## src/ast_pkg.sv

```systemverilog
// Shared types and constants for the associative slot table.
`default_nettype none
package ast_pkg;

  localparam int KEY_W  = 16;
  localparam int CMD_W  = 2;
  localparam int SLOT_W = 6;
  localparam int CNT_OW = 6;

  localparam logic [KEY_W-1:0] EMPTY_KEY = 16'hFFFF;

  typedef enum logic [CMD_W-1:0] {
    CMD_LOOKUP  = 2'd0,
    CMD_RELEASE = 2'd1,
    CMD_CLEAR   = 2'd2,
    CMD_COUNT   = 2'd3
  } ast_cmd_t;

  // Search token that walks the cell row.
  typedef struct packed {
    logic             vld;
    ast_cmd_t         cmd;
    logic [KEY_W-1:0] key;
    logic             hit;   // a cell further up holds the key
    logic             free;  // a cell further up is empty
  } ast_tok_t;

  // Write broadcast from the resolve logic to every cell.
  typedef struct packed {
    logic             we;
    logic             clr;
    logic [KEY_W-1:0] data;
  } ast_wr_t;

endpackage
`default_nettype wire

```

## src/ast_cell.sv

```systemverilog
// One table entry with its slice of the match, free and count search.
`default_nettype none
module ast_cell import ast_pkg::*; #(
  parameter int SLOTS    = 32,
  parameter int CELL_IDX = 0
) (
  input  wire logic                                   clk,
  input  wire logic                                   rst_n,
  input  wire ast_tok_t                               tok_i,
  input  wire logic [((SLOTS > 1) ? $clog2(SLOTS) : 1)-1:0] hit_idx_i,
  input  wire logic [((SLOTS > 1) ? $clog2(SLOTS) : 1)-1:0] free_idx_i,
  input  wire logic [$clog2(SLOTS+1)-1:0]             cnt_i,
  output ast_tok_t                                    tok_o,
  output logic [((SLOTS > 1) ? $clog2(SLOTS) : 1)-1:0] hit_idx_o,
  output logic [((SLOTS > 1) ? $clog2(SLOTS) : 1)-1:0] free_idx_o,
  output logic [$clog2(SLOTS+1)-1:0]                  cnt_o,
  input  wire ast_wr_t                                wr_i,
  input  wire logic [((SLOTS > 1) ? $clog2(SLOTS) : 1)-1:0] widx_i
);

  localparam int IDX_W = (SLOTS > 1) ? $clog2(SLOTS) : 1;
  localparam int CNT_W = $clog2(SLOTS+1);
  localparam logic [IDX_W-1:0] MY_IDX = IDX_W'(CELL_IDX);

  logic [KEY_W-1:0] key_r;
  ast_tok_t         tok_r, tok_nxt;
  logic [IDX_W-1:0] hit_idx_r, hit_idx_nxt, free_idx_r, free_idx_nxt;
  logic [CNT_W-1:0] cnt_r, cnt_nxt;
  logic             occ, match;

  assign occ   = (key_r != EMPTY_KEY);
  // The empty marker never matches, so an empty entry cannot look like a hit.
  assign match = (tok_i.key != EMPTY_KEY) && (key_r == tok_i.key);

  always_comb begin
    tok_nxt      = tok_i;
    hit_idx_nxt  = hit_idx_i;
    free_idx_nxt = free_idx_i;
    cnt_nxt      = cnt_i + CNT_W'(occ);
    if (!tok_i.hit && match) begin
      tok_nxt.hit = 1'b1;
      hit_idx_nxt = MY_IDX;
    end
    if (!tok_i.free && !occ) begin
      tok_nxt.free = 1'b1;
      free_idx_nxt = MY_IDX;
    end
  end

  always_ff @(posedge clk) begin
    if (!rst_n) begin
      key_r <= EMPTY_KEY;
    end else if (wr_i.clr) begin
      key_r <= EMPTY_KEY;
    end else if (wr_i.we && (widx_i == MY_IDX)) begin
      key_r <= wr_i.data;
    end
  end

  always_ff @(posedge clk) begin
    if (!rst_n) begin
      tok_r.vld <= 1'b0;
    end else begin
      tok_r.vld <= tok_nxt.vld;
    end
    tok_r.cmd  <= tok_nxt.cmd;
    tok_r.key  <= tok_nxt.key;
    tok_r.hit  <= tok_nxt.hit;
    tok_r.free <= tok_nxt.free;
    hit_idx_r  <= hit_idx_nxt;
    free_idx_r <= free_idx_nxt;
    cnt_r      <= cnt_nxt;
  end

  assign tok_o      = tok_r;
  assign hit_idx_o  = hit_idx_r;
  assign free_idx_o = free_idx_r;
  assign cnt_o      = cnt_r;

endmodule
`default_nettype wire

```

## src/associative_slot_table_top.sv

```systemverilog
// Top level of the associative slot table: cell row, resolve logic and result register.
//
//   channel | ports                          | payload
//   --------+--------------------------------+-------------------------------------------
//   input   | in_tvalid in_tready in_tdata   | tdata: key[15:0]; tuser: cmd[1:0]
//           | in_tuser                       |
//   result  | out_tvalid out_tready out_tdata| tdata: slot[5:0] hit[6] full_res[7]
//           |                                |        occupied_count[13:8], zero pad
//
// A request walks the row of SLOTS cells one cell per cycle and then waits in the tail
// register; its result moves to the output register, and the next request is taken once
// busy clears after that move; one request is in flight at a time.
// Reset empties every entry at once; the block takes a request the first cycle after reset.
// A stalled result waits in the output register while the next request is already walking.
// A finished search waits at the end of the row until the output register is free.
`default_nettype none
module associative_slot_table_top import ast_pkg::*; #(
  parameter int SLOTS = 32
) (
  input  wire logic        clk,
  input  wire logic        rst_n,
  input  wire logic        in_tvalid,
  output logic             in_tready,
  input  wire logic [15:0] in_tdata,   // key[15:0]
  input  wire logic [1:0]  in_tuser,   // cmd[1:0]
  output logic             out_tvalid,
  input  wire logic        out_tready,
  output logic [15:0]      out_tdata   // slot[5:0], hit, full_res, occupied_count[13:8]
);

  localparam int IDX_W = (SLOTS > 1) ? $clog2(SLOTS) : 1;
  localparam int CNT_W = $clog2(SLOTS+1);
  localparam int SUM_W = IDX_W + 1;

  ast_tok_t         tok_c  [SLOTS+1];
  logic [IDX_W-1:0] hidx_c [SLOTS+1];
  logic [IDX_W-1:0] fidx_c [SLOTS+1];
  logic [CNT_W-1:0] cnt_c  [SLOTS+1];
  logic [SLOTS-1:0] row_vld;

  ast_wr_t          wr;
  logic [IDX_W-1:0] widx;

  logic             busy_r;
  logic             accept, fin;

  ast_tok_t         tail_r;
  logic             tail_vld_r;
  logic [IDX_W-1:0] tail_hidx_r, tail_fidx_r;
  logic [CNT_W-1:0] tail_cnt_r;

  logic             out_vld_r;
  logic [15:0]      out_data_r, out_data_nxt;

  logic [SUM_W-1:0] slot_wide;
  logic [CNT_W-1:0] cnt_new;
  logic             res_hit, res_full;

  assign in_tready = !busy_r;
  assign accept    = in_tvalid && in_tready;
  assign fin       = tail_vld_r && (!out_vld_r || out_tready);

  always_comb begin
    tok_c[0].vld  = accept;
    tok_c[0].cmd  = ast_cmd_t'(in_tuser);
    tok_c[0].key  = in_tdata;
    tok_c[0].hit  = 1'b0;
    tok_c[0].free = 1'b0;
    hidx_c[0]     = '0;
    fidx_c[0]     = '0;
    cnt_c[0]      = '0;
  end

  for (genvar g = 0; g < SLOTS; g++) begin : g_cell
    ast_cell #(
      .SLOTS    (SLOTS),
      .CELL_IDX (g)
    ) u_cell (
      .clk        (clk),
      .rst_n      (rst_n),
      .tok_i      (tok_c[g]),
      .hit_idx_i  (hidx_c[g]),
      .free_idx_i (fidx_c[g]),
      .cnt_i      (cnt_c[g]),
      .tok_o      (tok_c[g+1]),
      .hit_idx_o  (hidx_c[g+1]),
      .free_idx_o (fidx_c[g+1]),
      .cnt_o      (cnt_c[g+1]),
      .wr_i       (wr),
      .widx_i     (widx)
    );
    assign row_vld[g] = tok_c[g+1].vld;
  end

  always_ff @(posedge clk) begin
    if (!rst_n) begin
      busy_r     <= 1'b0;
      tail_vld_r <= 1'b0;
      out_vld_r  <= 1'b0;
    end else begin
      if (accept) begin
        busy_r <= 1'b1;
      end else if (fin) begin
        busy_r <= 1'b0;
      end
      if (tok_c[SLOTS].vld) begin
        tail_vld_r <= 1'b1;
      end else if (fin) begin
        tail_vld_r <= 1'b0;
      end
      if (fin) begin
        out_vld_r <= 1'b1;
      end else if (out_tready) begin
        out_vld_r <= 1'b0;
      end
    end
  end

  always_ff @(posedge clk) begin
    if (tok_c[SLOTS].vld) begin
      tail_r      <= tok_c[SLOTS];
      tail_hidx_r <= hidx_c[SLOTS];
      tail_fidx_r <= fidx_c[SLOTS];
      tail_cnt_r  <= cnt_c[SLOTS];
    end
    if (fin) begin
      out_data_r <= out_data_nxt;
    end
  end

  // Turn the search outcome into the table update and the result.
  always_comb begin
    wr.we     = 1'b0;
    wr.clr    = 1'b0;
    wr.data   = tail_r.key;
    widx      = tail_hidx_r;
    slot_wide = '0;
    res_hit   = 1'b0;
    res_full  = 1'b0;
    cnt_new   = tail_cnt_r;
    case (tail_r.cmd)
      CMD_LOOKUP: begin
        if (tail_r.key != EMPTY_KEY) begin
          if (tail_r.hit) begin
            slot_wide = SUM_W'(tail_hidx_r) + SUM_W'(1);
            res_hit   = 1'b1;
          end else if (tail_r.free) begin
            wr.we     = fin;
            widx      = tail_fidx_r;
            slot_wide = SUM_W'(tail_fidx_r) + SUM_W'(1);
            cnt_new   = tail_cnt_r + CNT_W'(1);
          end else begin
            res_full = 1'b1;
          end
        end
      end
      CMD_RELEASE: begin
        if (tail_r.hit) begin
          wr.we     = fin;
          wr.data   = EMPTY_KEY;
          slot_wide = SUM_W'(tail_hidx_r) + SUM_W'(1);
          res_hit   = 1'b1;
          cnt_new   = tail_cnt_r - CNT_W'(1);
        end
      end
      CMD_CLEAR: begin
        wr.clr  = fin;
        cnt_new = '0;
      end
      default: begin
      end
    endcase
    out_data_nxt = {2'b00, CNT_OW'(cnt_new), res_full, res_hit, SLOT_W'(slot_wide)};
  end

  assign out_tvalid = out_vld_r;
  assign out_tdata  = out_data_r;

  a_one_in_flight: assert property (@(posedge clk) disable iff (!rst_n)
    ($countones(row_vld) + $countones(tail_vld_r)) <= 1)
    else $error("more than one request in the cell row");

  a_enter_row: assert property (@(posedge clk) disable iff (!rst_n)
    accept |=> (row_vld[0] && busy_r))
    else $error("accepted request did not enter the first cell");

  a_fin_frees: assert property (@(posedge clk) disable iff (!rst_n)
    fin |=> (!busy_r && out_vld_r && !tail_vld_r))
    else $error("finished request did not free the block");

  a_cnt_range: assert property (@(posedge clk) disable iff (!rst_n)
    tail_vld_r |-> (tail_cnt_r <= CNT_W'(SLOTS)))
    else $error("occupied count beyond table size");

  a_no_accept_busy: assert property (@(posedge clk) disable iff (!rst_n)
    (busy_r && !fin) |=> !$past(accept))
    else $error("request accepted while busy");

endmodule
`default_nettype wire
```

## config.mk

```make
export PLATFORM = sky130hd
export DESIGN_NAME = associative_slot_table_top
export DESIGN_NICKNAME = d
export VERILOG_FILES = /design/src/ast_pkg.sv /design/src/ast_cell.sv /design/src/associative_slot_table_top.sv
export SDC_FILE = /design/constraint.sdc
export NUM_CORES = 2
export LEC_CHECK = 0
export ABC_AREA = 1
export BUFFER_PORTS_ARGS = -buffer_cell sky130_fd_sc_hd__buf_2
export CORE_MARGIN = 1
export CORE_UTILIZATION = 30
export DETAILED_ROUTE_END_ITERATION = 7
export PLACE_DENSITY = 0.44
export SLEW_MARGIN = 20
export SYNTH_ARGS = -nofsm -noshare
export SYNTH_HDL_FRONTEND = slang
export SYNTH_SLANG_ARGS = --single-unit
```

## constraint.sdc

```tcl
create_clock -name clk -period 4 [get_ports clk]
set_input_delay 1.2 -clock clk [delete_from_list [all_inputs] [get_ports clk]]
set_output_delay 1.2 -clock clk [all_outputs]
set_load 0.05 [all_outputs]
```

==> run metrics <==
worst path arrival time 3.73 ns; Nets 6474; crit start category flip-flop; Syn-to-layout area delta 15.3%; H-Tree Depth 4; DIE AREA 0.197 mm²; peak supply drop 0.448 mV; EDFF count, synth 50; clock sink count 1672; Post-synth top flop dfxtp_1; PostCTS Resize Cnt 0; crit-path max FO 20; first-pass GRT wire length 263000 µm; critical path class reg2reg; via count 42935; Routed WL 171000 µm; CP top delay family simple AND/OR/NAND/NOR gates; status complete, no violations; Post-Synthesis Cell Area 0.0587 mm²; sequential area share after synthesis 0.579; Root Driver clkbuf_16; crit path cell chain nor2_2 > nand2_1 > o21ai_2 > inv_2 > nand3_2 > nand2_8 > inv_4 > nand2_2 > nor2_4 > nand2_2 > nand2_1 > nand3_1; CP Data Required Time 4.68 ns; WL per Instance 18.9 µm; upper clock frequency limit 327 MHz; chip height 444 µm; met1 wire length 79600 µm; Post-Syn Instances 6349; Clock Skew 0.0408 ns; Post-synth ARST share 0; starting density of the core 0.303; largest net degree at the start of global routing 98; RD Place Congestion 0.870; vias in the first global route 42006; setup bufs post-CTS 0; # port buffers 37; Num CTS Buffers 171; die width 444 µm; max-cap viol count 0; CTS tree yes; Critical-path top delay cell nor2_4; relative slew slack 0.186; DP Cell Count 8740; row count 161; Hold Crit Class reg2reg; Max Transition Viols Final 0; final cell count without fillers 9049; wire length on met2 79700 µm; setup_tns 0 ns; Final Hold Viols 0; DRT iter0 DRCs 3303; Via-to-Cell Ratio 4.74; drt pass-1 iters 5; clock-pin slew on the worst setup and hold paths 0.06 ns; synthesized area per cell 9.24 µm²; core footprint 0.193 mm²; post-layout power 34.8 mW; CP max stage delay 0.60 ns; minimum clock period 3.06 ns; top routing layer used met4; Pleak 32.1 nW; YS warnings 0; RSZ-0062 raised after global routing false; clk_lat worst skew 0.83 ns; Max Root-Sink Buffers 3; I/O pins 40; post-synthesis cell type count 57; Tot GR Track Use 0.172; Final period util 0.764; DR DRC count 0; worst path bufs/invs 2; PwrDens 514 mW/mm²; DP Wirelength 115000 µm; final setup violation count 0; initial antenna violation count 3; Setup crit end kind flip-flop; grt ovf 0; Slew @ Worst Pin 1.21 ns; post-route ant nets 0; CTS Hold Buffers Added 0; share of cells above drive strength 1 0.0955; met3 routed WL 7430 µm; FF+latch count, synth 1672
-- state kept, by name, indices dropped and copies added, names as in the netlist, 6 cells and up --
name,count
g_cell.u_cell.cnt_o,177
g_cell.u_cell.free_idx_o,129
g_cell.u_cell.hit_idx_o,129
g_cell.u_cell.key_r,512
g_cell.u_cell.tok_o,672
out_tdata,14
tail_cnt_r,6
tail_r,20
-- metrics by stage --
stage                     cell area, µm²   util  worst slack (ns)  hold WS (ns)
after CTS                          67600  0.350             0.928         0.326
after global placement             61600  0.318             0.585         0.309
after floorplan                    58700      -              1.16         0.310
after global routing               67600  0.350             0.697         0.328
final                              67600  0.350             0.943         0.322
after detailed placement           61600  0.318             0.598         0.312
-- Yosys cell counts (7+ instances only) --
master / count / area (µm²)
nand2_2: 26 / 163
buf_4: 27 / 203
o2111ai_1: 12 / 105
nand4_1: 331 / 2070
nand3_1: 1148 / 5750
inv_1: 660 / 2480
dfxtp_1: 1622 / 32500
o22ai_1: 66 / 413
a221oi_1: 7 / 61.3
edfxtp_1: 50 / 1500
a211oi_1: 13 / 97.6
nor2_2: 12 / 75.1
o211ai_1: 7 / 52.6
nor2_1: 185 / 694
buf_6: 49 / 552
xor2_1: 116 / 1020
nor2_4: 8 / 90.1
buf_2: 74 / 370
or2_2: 103 / 644
a21oi_1: 26 / 130
nor4_1: 76 / 475
nand3_4: 17 / 298
xnor2_1: 244 / 2140
ha_1: 65 / 813
nand2_1: 1057 / 3970
nor3_1: 43 / 215
a22o_1: 8 / 70.1
o21ai_0: 84 / 420
clkbuf_1: 96 / 360
buf_1: 13 / 48.8
or4_1: 25 / 188
nand3b_1: 13 / 97.6
-- worst reg2reg max path: stages, from the launching register on --
cell and delay [ns]:
edfxtp_1 0.52, nor2_2 0.44, nand2_1 0.12, o21ai_2 0.08, inv_2 0.04, nand3_2 0.11
nand2_8 0.12, inv_4 0.13, nand2_2 0.11, nor2_4 0.60, nand2_2 0.42, nand2_1 0.16
nand3_1 0.07
-- area by class of cell --
cell class | count | area [µm²]
Clock inverter | 74 | 1160
Tap cell | 2526 | 3160
Inverter | 672 | 2530
Antenna cell | 2 | 5.00
Sequential cell | 1672 | 34000
Clock buffer | 233 | 4890
Fill cell | 19676 | 126000
Timing Repair Buffer | 123 | 1190
Multi-Input combinational cell | 3747 | 20700
-- worst paths after layout --
path                                       from                                endpoint  slack (ns)  cells past startpoint
max                         tail_r[1]$_DFFE_PP_  g_cell[8].u_cell.key_r[2]$_SDFFE_PP1P_        0.94                     12
min          g_cell[7].u_cell.tok_o[19]$_DFF_P_      g_cell[8].u_cell.tok_o[19]$_DFF_P_        0.32                      0
max reg2reg                 tail_r[1]$_DFFE_PP_  g_cell[8].u_cell.key_r[2]$_SDFFE_PP1P_        0.94                     12
min reg2reg  g_cell[7].u_cell.tok_o[19]$_DFF_P_      g_cell[8].u_cell.tok_o[19]$_DFF_P_        0.32                      0
-- cells by family (layout without fill, tap and decap cells) --
| family | Yosys count | after routing | synth area share |
|---|---|---|---|
| AND/OR/NAND/NOR | 3074 | 3074 | 0.257 |
| adder cells (fa/ha/maj) | 65 | 65 | 0.0139 |
| other | 1 | 4 | 0.0000639 |
| AO/OA/AOI/OAI | 246 | 246 | 0.0265 |
| buffers and inverters | 931 | 1102 | 0.0693 |
| flip-flops | 1672 | 1672 | 0.579 |
| XOR/XNOR | 360 | 360 | 0.0537 |
-- power by group --
part | internal (mW) | leakage [nW] | switching, mW
registers | 17.0 | 13.8 | 0.358
logic | 0.190 | 15.4 | 0.261
clock network | 10.1 | 2.97 | 6.87
-- cell usage in the layout (no fill, tap or decap), drive strengths merged, types with 3 or more instances in the layout --
cell type     n
o2111a        4
a221oi        7
nor2        211
clkinvlp      5
clkinv       38
ha           65
dfxtp      1622
o21ai        88
clkbuf      233
nand2      1092
a21oi        26
buf         123
and3          3
or4          25
xnor2       244
o211ai        7
o2111ai      12
nor3b         5
nor4         76
inv         681
nor3         43
nand3      1170
o22ai        66
edfxtp       50
nand4       331
nand3b       13
bufinv       22
a22o          8
a211oi       13
or2         103
o221ai        5
xor2        116
-- per-layer routing --
layer,up-vias,global-route usage
met5,-,0
met2,941,0.281
met1,20600,0.231
met3,256,0.0281
li1,21138,-
met4,0,0.0533
No activity file was read; power rests on OpenSTA's default activity.
